## config.mk

```make
export PLATFORM = sky130hd
export DESIGN_NAME = pmd_ctrl
export DESIGN_NICKNAME = d
export VERILOG_FILES = /design/src/hw/rtl/pmd_pkg.sv /design/src/hw/rtl/pmd_ctrl.sv
export SDC_FILE = /design/constraint.sdc
export NUM_CORES = 1
export LEC_CHECK = 0
export BUFFER_PORTS_ARGS = -buffer_cell sky130_fd_sc_hd__buf_2
export CAP_MARGIN = 10
export CORE_UTILIZATION = 45
export DETAILED_ROUTE_END_ITERATION = 10
export PLACE_DENSITY = 0.68
export SYNTH_ARGS = -nofsm -noshare
export SYNTH_HDL_FRONTEND = slang
export SYNTH_SLANG_ARGS = --single-unit
```

## constraint.sdc

```tcl
create_clock -name clk -period 2.2 [get_ports clk]
set_input_delay 0.22 -clock clk [delete_from_list [all_inputs] [get_ports clk]]
set_output_delay 0.22 -clock clk [all_outputs]
set_load 0.03 [all_outputs]
```

## src/hw/rtl/pmd_pkg.sv

```systemverilog
// Shared types, constants and helpers for the position PID motor drive.
package pmd_pkg;

    localparam int DUTY_BITS = 16;
    localparam logic [24:0] DUTY_TOP = (25'd1 << DUTY_BITS) - 25'd1;

    localparam int IN_TDATA_W  = 72;
    localparam int IN_TUSER_W  = 3;
    localparam int OUT_TDATA_W = 40;
    localparam int CFG_IDX_W   = 3;
    localparam int CFG_DATA_W  = 32;

    localparam int STEP_W     = 3;
    localparam int DIV_DIGITS = 5;
    localparam int MAC_STEPS  = 6;

    localparam logic [24:0] DIV_RECIP = 25'd1456;
    localparam logic [13:0] DIVISOR   = 14'd45;

    typedef enum logic [2:0] {
        REQ_ENCODER   = 3'd0,
        REQ_TARGET    = 3'd1,
        REQ_DUTY      = 3'd2,
        REQ_DIRECTION = 3'd3,
        REQ_INIT      = 3'd4
    } req_kind_t;

    typedef enum logic [1:0] {
        DIR_OFF    = 2'd0,
        DIR_CW     = 2'd1,
        DIR_CCW    = 2'd2,
        DIR_IGNORE = 2'd3
    } dir_code_t;

    typedef enum logic [2:0] {
        CFG_GAIN_PROP  = 3'd0,
        CFG_GAIN_INTEG = 3'd1,
        CFG_GAIN_DERIV = 3'd2,
        CFG_CPR        = 3'd3,
        CFG_MAX_SPEED  = 3'd4
    } cfg_reg_t;

    typedef enum logic [3:0] {
        ST_IDLE,
        ST_APPLY,
        ST_PROD,
        ST_DIV_INIT,
        ST_DIV,
        ST_ERR,
        ST_MAC,
        ST_CLAMP,
        ST_OUT
    } ctrl_state_t;

    typedef struct packed {
        logic              load;
        logic              apply;
        logic              mul;
        logic              div_init;
        logic              div_step;
        logic              err;
        logic              mac_mul;
        logic              mac_acc;
        logic [STEP_W-1:0] mac_idx;
        logic              clamp;
        logic              out_load;
    } pmd_cmd_t;

    typedef struct packed {
        logic is_target;
        logic out_busy;
    } pmd_status_t;

    function automatic logic [DUTY_BITS-1:0] sat_duty(input logic [15:0] v);
        logic [24:0] wide;
        wide = {9'd0, v};
        if (wide > DUTY_TOP)
            return DUTY_TOP[DUTY_BITS-1:0];
        else
            return wide[DUTY_BITS-1:0];
    endfunction

endpackage

```

## src/hw/rtl/pmd_ctrl.sv

```systemverilog
// Sequencing state machine for the motor drive: issues datapath commands per request.
module pmd_ctrl (
    input  logic                clk,
    input  logic                rst_n,
    input  logic                s_tvalid,
    output logic                s_tready,
    input  pmd_pkg::pmd_status_t status,
    output pmd_pkg::pmd_cmd_t    cmd
);

    pmd_pkg::ctrl_state_t              state_reg, state_next;
    logic [pmd_pkg::STEP_W-1:0]        step_reg, step_next;

    always_ff @(posedge clk or negedge rst_n)
    begin
        if (!rst_n)
        begin
            state_reg <= pmd_pkg::ST_IDLE;
            step_reg  <= '0;
        end
        else
        begin
            state_reg <= state_next;
            step_reg  <= step_next;
        end
    end

    always_comb
    begin
        state_next = state_reg;
        step_next  = step_reg;
        cmd        = '0;
        s_tready   = 1'b0;
        case (state_reg)
            pmd_pkg::ST_IDLE:
            begin
                s_tready = 1'b1;
                cmd.load = s_tvalid;
                if (s_tvalid)
                    state_next = pmd_pkg::ST_APPLY;
            end
            pmd_pkg::ST_APPLY:
            begin
                if (status.is_target)
                    state_next = pmd_pkg::ST_PROD;
                else
                begin
                    cmd.apply  = 1'b1;
                    state_next = pmd_pkg::ST_OUT;
                end
            end
            pmd_pkg::ST_PROD:
            begin
                cmd.mul    = 1'b1;
                state_next = pmd_pkg::ST_DIV_INIT;
            end
            pmd_pkg::ST_DIV_INIT:
            begin
                cmd.div_init = 1'b1;
                step_next    = '0;
                state_next   = pmd_pkg::ST_DIV;
            end
            pmd_pkg::ST_DIV:
            begin
                cmd.div_step = 1'b1;
                if (step_reg == pmd_pkg::STEP_W'(pmd_pkg::DIV_DIGITS - 1))
                begin
                    step_next  = '0;
                    state_next = pmd_pkg::ST_ERR;
                end
                else
                    step_next = step_reg + 1'b1;
            end
            pmd_pkg::ST_ERR:
            begin
                cmd.err    = 1'b1;
                step_next  = '0;
                state_next = pmd_pkg::ST_MAC;
            end
            pmd_pkg::ST_MAC:
            begin
                cmd.mac_idx = step_reg;
                cmd.mac_mul = (step_reg < pmd_pkg::STEP_W'(pmd_pkg::MAC_STEPS));
                cmd.mac_acc = (step_reg != '0);
                if (step_reg == pmd_pkg::STEP_W'(pmd_pkg::MAC_STEPS))
                begin
                    step_next  = '0;
                    state_next = pmd_pkg::ST_CLAMP;
                end
                else
                    step_next = step_reg + 1'b1;
            end
            pmd_pkg::ST_CLAMP:
            begin
                cmd.clamp  = 1'b1;
                state_next = pmd_pkg::ST_OUT;
            end
            pmd_pkg::ST_OUT:
            begin
                if (!status.out_busy)
                begin
                    cmd.out_load = 1'b1;
                    state_next   = pmd_pkg::ST_IDLE;
                end
            end
            default:
            begin
                state_next = pmd_pkg::ST_IDLE;
                step_next  = '0;
            end
        endcase
    end

endmodule

```

==> results.md, run 1 <==
- Run status: finished clean
- Wire length after detailed routing: 1170 um
- Later-pin clock latency in the skew report: 0.25 ns
- Leakage power: 0.374 nW
- Total number of vias: 494
- Clock-pin slew on the worst setup and hold paths: 0.06 ns
- Num Clock Sinks: 7
- Final RePlAce weighted congestion: 0.754
- Routed Antenna Nets: 0
- Unrepaired setup endpoints after global routing: false
- # resized after CTS: 0
- Final setup violating endpoints: 0
- Share of final-layout standard cells stronger than drive strength 1: 0.350
- Largest driver fanout on the critical path: 15
- Critical path endpoint category: output port
- Antenna violations before repair: 0
- Number of remaining DRC errors: 0
- Grt ovf: 0
- R2R setup slack: roughly 0.66 ns
- Detailed placement HPWL: about 840 um
- Starting DRC count in detailed routing: 9
- Start-to-end type of the worst setup path: flop to output port
- Prevailing post-synth register cell: sky130_fd_sc_hd__dfrtp_1
- Mean instance size in the synthesized netlist: 9.72 um^2
- Max_slew headroom: 0.618
- Time the worst path needs with I/O delays and setup: 2.01 ns
- Maximum clock frequency: 0.499 GHz
- Yosys reg bits: 7
- # nets final: 89
- Hold violation count in the final report: 0
- Cell Area, Placed: 674 um^2
- Number of enable flip-flop cells after synthesis: 0
- Async S/R FF share, synth: 1.00
- Non-Filler Cell Area, Final: 711 um^2
- Number of optimization iterations in the first detailed-route pass: 2
- Buffer depth of the longest clock path: 2
- Starting density of the core: 0.506
- Total number of H-tree levels: 1
- Most frequent cells after synthesis: sky130_fd_sc_hd__dfrtp_1 (7), sky130_fd_sc_hd__nor3_1 (6), sky130_fd_sc_hd__inv_1 (5)
- Via density per instance: 5.26
- DIE HEIGHT: 38.3 um
- Min-Delay Path Class: primary input to flop
- Ranking of synthesized cells by area: sky130_fd_sc_hd__dfrtp_1 (30%), sky130_fd_sc_hd__ha_1 (6.3%), sky130_fd_sc_hd__nor3_1 (5.1%)
- Post-layout total power: 1.00 mW
- Clock root cell: sky130_fd_sc_hd__clkbuf_4
- Critical path required time: 1.98 ns
- Worst setup SP type: flop
- CTS tree: built
- Transition time at the pin with the least slew margin: 0.573 ns
- Tot GR Track Use: 0.191
- Antenna diode instance count: 0
- Vias in the first global route: 449
- Average wire per standard cell: around 12 um
- Areal power density over the cells: 1410 nW/um^2
- Width of the die: 38.3 um
- Buffers inserted by post-CTS timing repair: 0
- Ports placed on the boundary: 19
- Max cap viols: 0
- Die footprint: roughly 1500 um^2
- Final Max Slew Viols: 0
- Number of instances in the synthesized netlist: 61
- Most common cell in the synthesized netlist: sky130_fd_sc_hd__dfrtp_1
- Largest net degree at the start of global routing: 16
- Flip-flop count of the largest register after layout: 4
- Area of the core: 1170 um^2
- Synth cell types: 32
- Cell type with the highest aggregate area in the netlist: sky130_fd_sc_hd__dfrtp_1
- Synth Warn #: 0
- Portion of the post-synthesis area used by sequential elements: 0.295
- Number of buffers created by CTS: 3
- Area grow syn2layout: 19.8%
- Post-route setup TNS: 0 ns
- Data arrival, critical path: 1.79 ns
- Clock skew: 0.00339 ns
- Core Rows: 12
- CTS Hold Bufs: 1
- Post-Synthesis Net Count: 69
- Number of buffers added on ports: 18
- Synth top area share: 0.295
- Synthesized area: 593 um^2
- Maximum VDD drop: 0.000677 V
- First-pass GRT wire length: 1910 um
- Post-route clock period utilization: 0.911
## worst max-delay path, stage by stage (launching register included)
cell and delay, ns:
sky130_fd_sc_hd__dfrtp_1 0.63, sky130_fd_sc_hd__nor4bb_4 0.46, sky130_fd_sc_hd__a21boi_0 0.23, sky130_fd_sc_hd__buf_2 0.23
## placed cells by master, fill, tap and decap left out, drive strengths merged
cell,instances
a2111oi,1
a211o,2
a21boi,2
a21oi,1
a22o,2
a31oi,1
and2,2
and3b,1
buf,18
clkbuf,4
dfrtp,7
dlygate4sd3,1
ha,3
inv,5
mux2,1
mux2i,1
nand2,4
nand2b,3
nand3,1
nand4b,1
nor2,3
nor3,7
nor4,2
nor4b,1
nor4bb,1
o211a,1
o21ai,1
o21bai,1
or3,1
xor2,1
## worst paths after layout
| kind | startpoint | to | cells after the start |
|---|---|---|---|
| min in group asynchronous | rst_n | state_reg[3]$_DFFE_PN0P_ | 2 |
| min | status[0] | state_reg[3]$_DFFE_PN0P_ | 3 |
| min reg2reg | step_reg[0]$_DFFE_PN0N_ | step_reg[0]$_DFFE_PN0N_ | 1 |
| max | state_reg[2]$_DFFE_PN0P_ | cmd[5] | 3 |
| max in group asynchronous | rst_n | step_reg[0]$_DFFE_PN0N_ | 2 |
| max reg2reg | state_reg[3]$_DFFE_PN0P_ | state_reg[0]$_DFFE_PN0P_ | 3 |
## cell type report
type	instances	area [um^2]
timing repair buffer	19	100
inverter	5	18.8
multi-input combinational	45	373
sequential	7	175
clock buffer	4	26.3
fill	104	460
tap	14	17.5
## power by group
group          leakage, nW  internal, mW  switching, mW  total [mW]
Sequential          0.0909         0.179          0.157       0.335
Clock               0.0150        0.0692         0.0469       0.116
Combinational        0.268         0.247          0.303       0.550
## stage by stage
| stage | hold WS [ns] | utilization | setup slack, ns | instances |
|---|---|---|---|---|
| final | 0.251 | 0.607 | 0.195 | 94 |
| after global routing | 0.267 | 0.607 | 0.0818 | 94 |
| after CTS | 0.243 | 0.607 | 0.170 | 94 |
| after detailed placement | 0.0636 | 0.576 | 0.435 | 89 |
| after global placement | 0.0666 | 0.576 | 0.546 | 89 |
| after floorplan | -0.0756 | - | 0.332 | 61 |
## layer usage
layer / global-route usage / vias to the layer above / wire length [um] / share of wire
li1: - / 260 / - / -
met1: 0.272 / 222 / 599 / 0.51
met2: 0.280 / 10 / 521 / 0.45
met3: 0.0349 / 2 / 39 / 0.033
met4: 0.0804 / 0 / 7 / 0.0060
met5: 0 / - / 0 / 0
## kinds of logic (layout without fill, tap and decap cells)
group / Yosys count / after routing / share of synthesized area
AO/OA/AOI/OAI: 12 / 12 / 0.203
XOR/XNOR: 1 / 1 / 0.0148
adder cells (fa/ha/maj): 3 / 3 / 0.0633
buffers and inverters: 9 / 28 / 0.0865
flip-flops: 7 / 7 / 0.295
multiplexers: 2 / 2 / 0.0359
AND/OR/NAND/NOR: 27 / 27 / 0.302
(Power assumes the default switching activity.)
==> inputs of run 2 (changes only) <==
RECOVER_POWER = 100   (was default)
==> run 2 against run 1 <==
Against the previous run: sequential power shrank 6.3%; non-clock buffer count is the same; clock skew up 0.0018 ns; critical path type unchanged; highest routed layer unchanged.
==> results.md, run 2 (synthesis gave the netlist of run 1 again) <==
- Number of cells after detailed placement: 89 (unchanged)
- Flip-flop count of the largest register after layout: 4 (unchanged)
- Starting DRC count in detailed routing: 9 (unchanged)
- Cell Area, Placed: 674 um^2 (unchanged)
- Hold violation count in the final report: 0 (unchanged)
- Data arrival, critical path: 1.78 ns (about the same)
- Areal power density over the cells: 1400 nW/um^2 (-0.65%)
- Buffers inserted by post-CTS timing repair: 0 (unchanged)
- Final Max Slew Viols: 0 (unchanged)
- Filler Cell Count: 122 (+17%)
- Non-Filler Cell Area, Final: 659 um^2 (-7.2%)
- Post-route setup TNS: 0 ns (unchanged)
- Average wire per standard cell: 12.3 um (-1.0%)
- # nets final: 89 (unchanged)
- Min-Delay Path Class: primary input to flop
- Post-placement worst setup slack: 0.435 ns (unchanged)
- Sequence of cells on the critical path: nor4bb_4 -> a21boi_0 -> clkbuf_2
- Unrepaired setup endpoints after global routing: false
- Maximum clock frequency: 0.500 GHz (+0.27%)
- Number of buffers added on ports: 18 (unchanged)
- Leakage power: 0.317 nW (-15%)
- Depth of the worst register-to-register path: 3 (unchanged)
- Sequential cell area in the final layout: 175 um^2 (unchanged)
- Clock root cell: sky130_fd_sc_hd__clkbuf_4
- Core Rows: 12 (unchanged)
- Final RePlAce weighted congestion: 0.754 (unchanged)
- Worst setup slack after layout: 0.200 ns (+0.00541 ns)
- Time the worst path needs with I/O delays and setup: 2.00 ns (-0.00541 ns)
- DIE HEIGHT: 38.3 um (unchanged)
- Commonest cells after routing, fill and taps aside: sky130_fd_sc_hd__clkbuf_1 (13), sky130_fd_sc_hd__nor3_1 (7), sky130_fd_sc_hd__dfrtp_1 (7)
- Largest net degree at the start of global routing: 16 (unchanged)
- Maximum VDD drop: 0.000615 V (-9.1%)
- Final setup violating endpoints: 0 (unchanged)
- Total number of H-tree levels: 1 (unchanged)
- Slowest CP cell: sky130_fd_sc_hd__dfrtp_1
- Transition time at the pin with the least slew margin: 0.583 ns (+0.0104 ns)
- Post-layout total power: 0.923 mW (-7.8%)
- Ports placed on the boundary: 19 (unchanged)
- First-pass GRT wire length: 1910 um (unchanged)
- Clock-pin slew on the worst setup and hold paths: 0.06 ns (about the same)
- Number of remaining DRC errors: 0 (unchanged)
- Antenna violations before repair: 0 (unchanged)
- Max cap viols: 0 (unchanged)
- Worst setup path startpoint: state_reg[2]$_DFFE_PN0P_
- Area grow syn2layout: 11.2%
- Start-to-end type of the worst setup path: flop to output port
- Later-pin clock latency in the skew report: 0.25 ns (about the same)
- Antenna diode instance count: 0 (unchanged)
- Number of buffers created by CTS: 3 (unchanged)
- Detailed placement HPWL: 836 um (unchanged)
- Post-route clock period utilization: 0.909 (-0.00246)
- Starting density of the core: 0.506 (unchanged)
- R2R setup slack: 0.59 ns (-0.07 ns)
- Share of final-layout standard cells stronger than drive strength 1: 0.150 (-0.200)
- # resized after CTS: 0 (unchanged)
- Width of the die: 38.3 um (unchanged)
- Total number of vias: 506 (+2.4%)
- Num Clock Sinks: 7 (unchanged)
- Worst setup SP type: flop
- Critical path required time: 1.98 ns (about the same)
- Wire length after detailed routing: 1160 um (-1.0%)
- Routed Antenna Nets: 0 (unchanged)
- Number of optimization iterations in the first detailed-route pass: 4 (+2)
- Largest driver fanout on the critical path: 15 (unchanged)
- Run status: finished clean
- Finished Layout Cells: 94 (unchanged)
- Clock skew: 0.00523 ns (+0.00184 ns)
- CTS tree: built
- Vias in the first global route: 449 (unchanged)
- Buffer depth of the longest clock path: 2 (unchanged)
- Crit path to: cmd[5]
- Post-layout util: 0.563 (-0.0438)
- Critical register-to-register path endpoint: step_reg[0]$_DFFE_PN0N_
- Die footprint: 1470 um^2 (unchanged)
- Max_slew headroom: 0.606 (-0.0124)
- Crit Reg-Reg Startpoint: state_reg[2]$_DFFE_PN0P_
- Via density per instance: 5.38 (+2.4%)
- Tot GR Track Use: 0.191 (unchanged)
- Critical path endpoint category: output port
- Final hold slack: 0.235 ns (-0.0160 ns)
- Total area of multi-input combinational cells: 337 um^2 (-9.7%)
- Area of the core: 1170 um^2 (unchanged)
- Longest individual stage delay on the worst path: 0.60 ns (-0.03 ns)
- Most frequent standard cell in the layout excluding fill and tap cells: sky130_fd_sc_hd__clkbuf_1
- Grt ovf: 0 (unchanged)
==> run 2: worst max-delay path, delay by kind of cell, from the launching register on <==
family          cells  cell delay [ns]
flops               1             0.60
simple gates        1             0.45
compound gates      1             0.24
buf+inv             1             0.24
==> run 2: area by class of cell <==
| cell class | instances | share of cell area |
|---|---|---|
| Clock buffer | 4 | 0.0398 |
| Inverter | 5 | 0.0285 |
| Multi-Input combinational cell | 45 | 0.510 |
| Sequential cell | 7 | 0.266 |
| Tap cell | 14 | 0.0266 |
| Timing Repair Buffer | 19 | 0.129 |
==> run 2: routing by layer <==
| metal | part of all wire | GRT usage |
|---|---|---|
| met5 | 0 | 0 |
| met4 | 0.0061 | 0.0804 |
| met3 | 0.030 | 0.0349 |
| met2 | 0.46 | 0.280 |
| met1 | 0.50 | 0.272 |
==> run 2: power breakdown <==
part           total (mW)  switching, mW  internal, mW
combinational       0.492          0.293         0.199
clock               0.117         0.0481        0.0693
sequential          0.314          0.134         0.179
==> run 2: worst min-delay path by stage <==
stage                     startpoint                        to  cells past startpoint
final                       s_tvalid  state_reg[0]$_DFFE_PN0P_                      3
after CTS                  status[0]  state_reg[3]$_DFFE_PN0P_                      3
after detailed placement       rst_n   step_reg[0]$_DFFE_PN0N_                      1
after floorplan                rst_n  state_reg[0]$_DFFE_PN0P_                      0
after global placement         rst_n   step_reg[0]$_DFFE_PN0N_                      1
after global routing        s_tvalid  state_reg[0]$_DFFE_PN0P_                      3
==> run 2: repair_timing <==
| item | in CTS | in global routing |
|---|---|---|
| hold endpoints to repair | 7 | 0 |
| endpoints found under the setup margin | 0 | 0 |
| hold buffers | 1 | 0 |
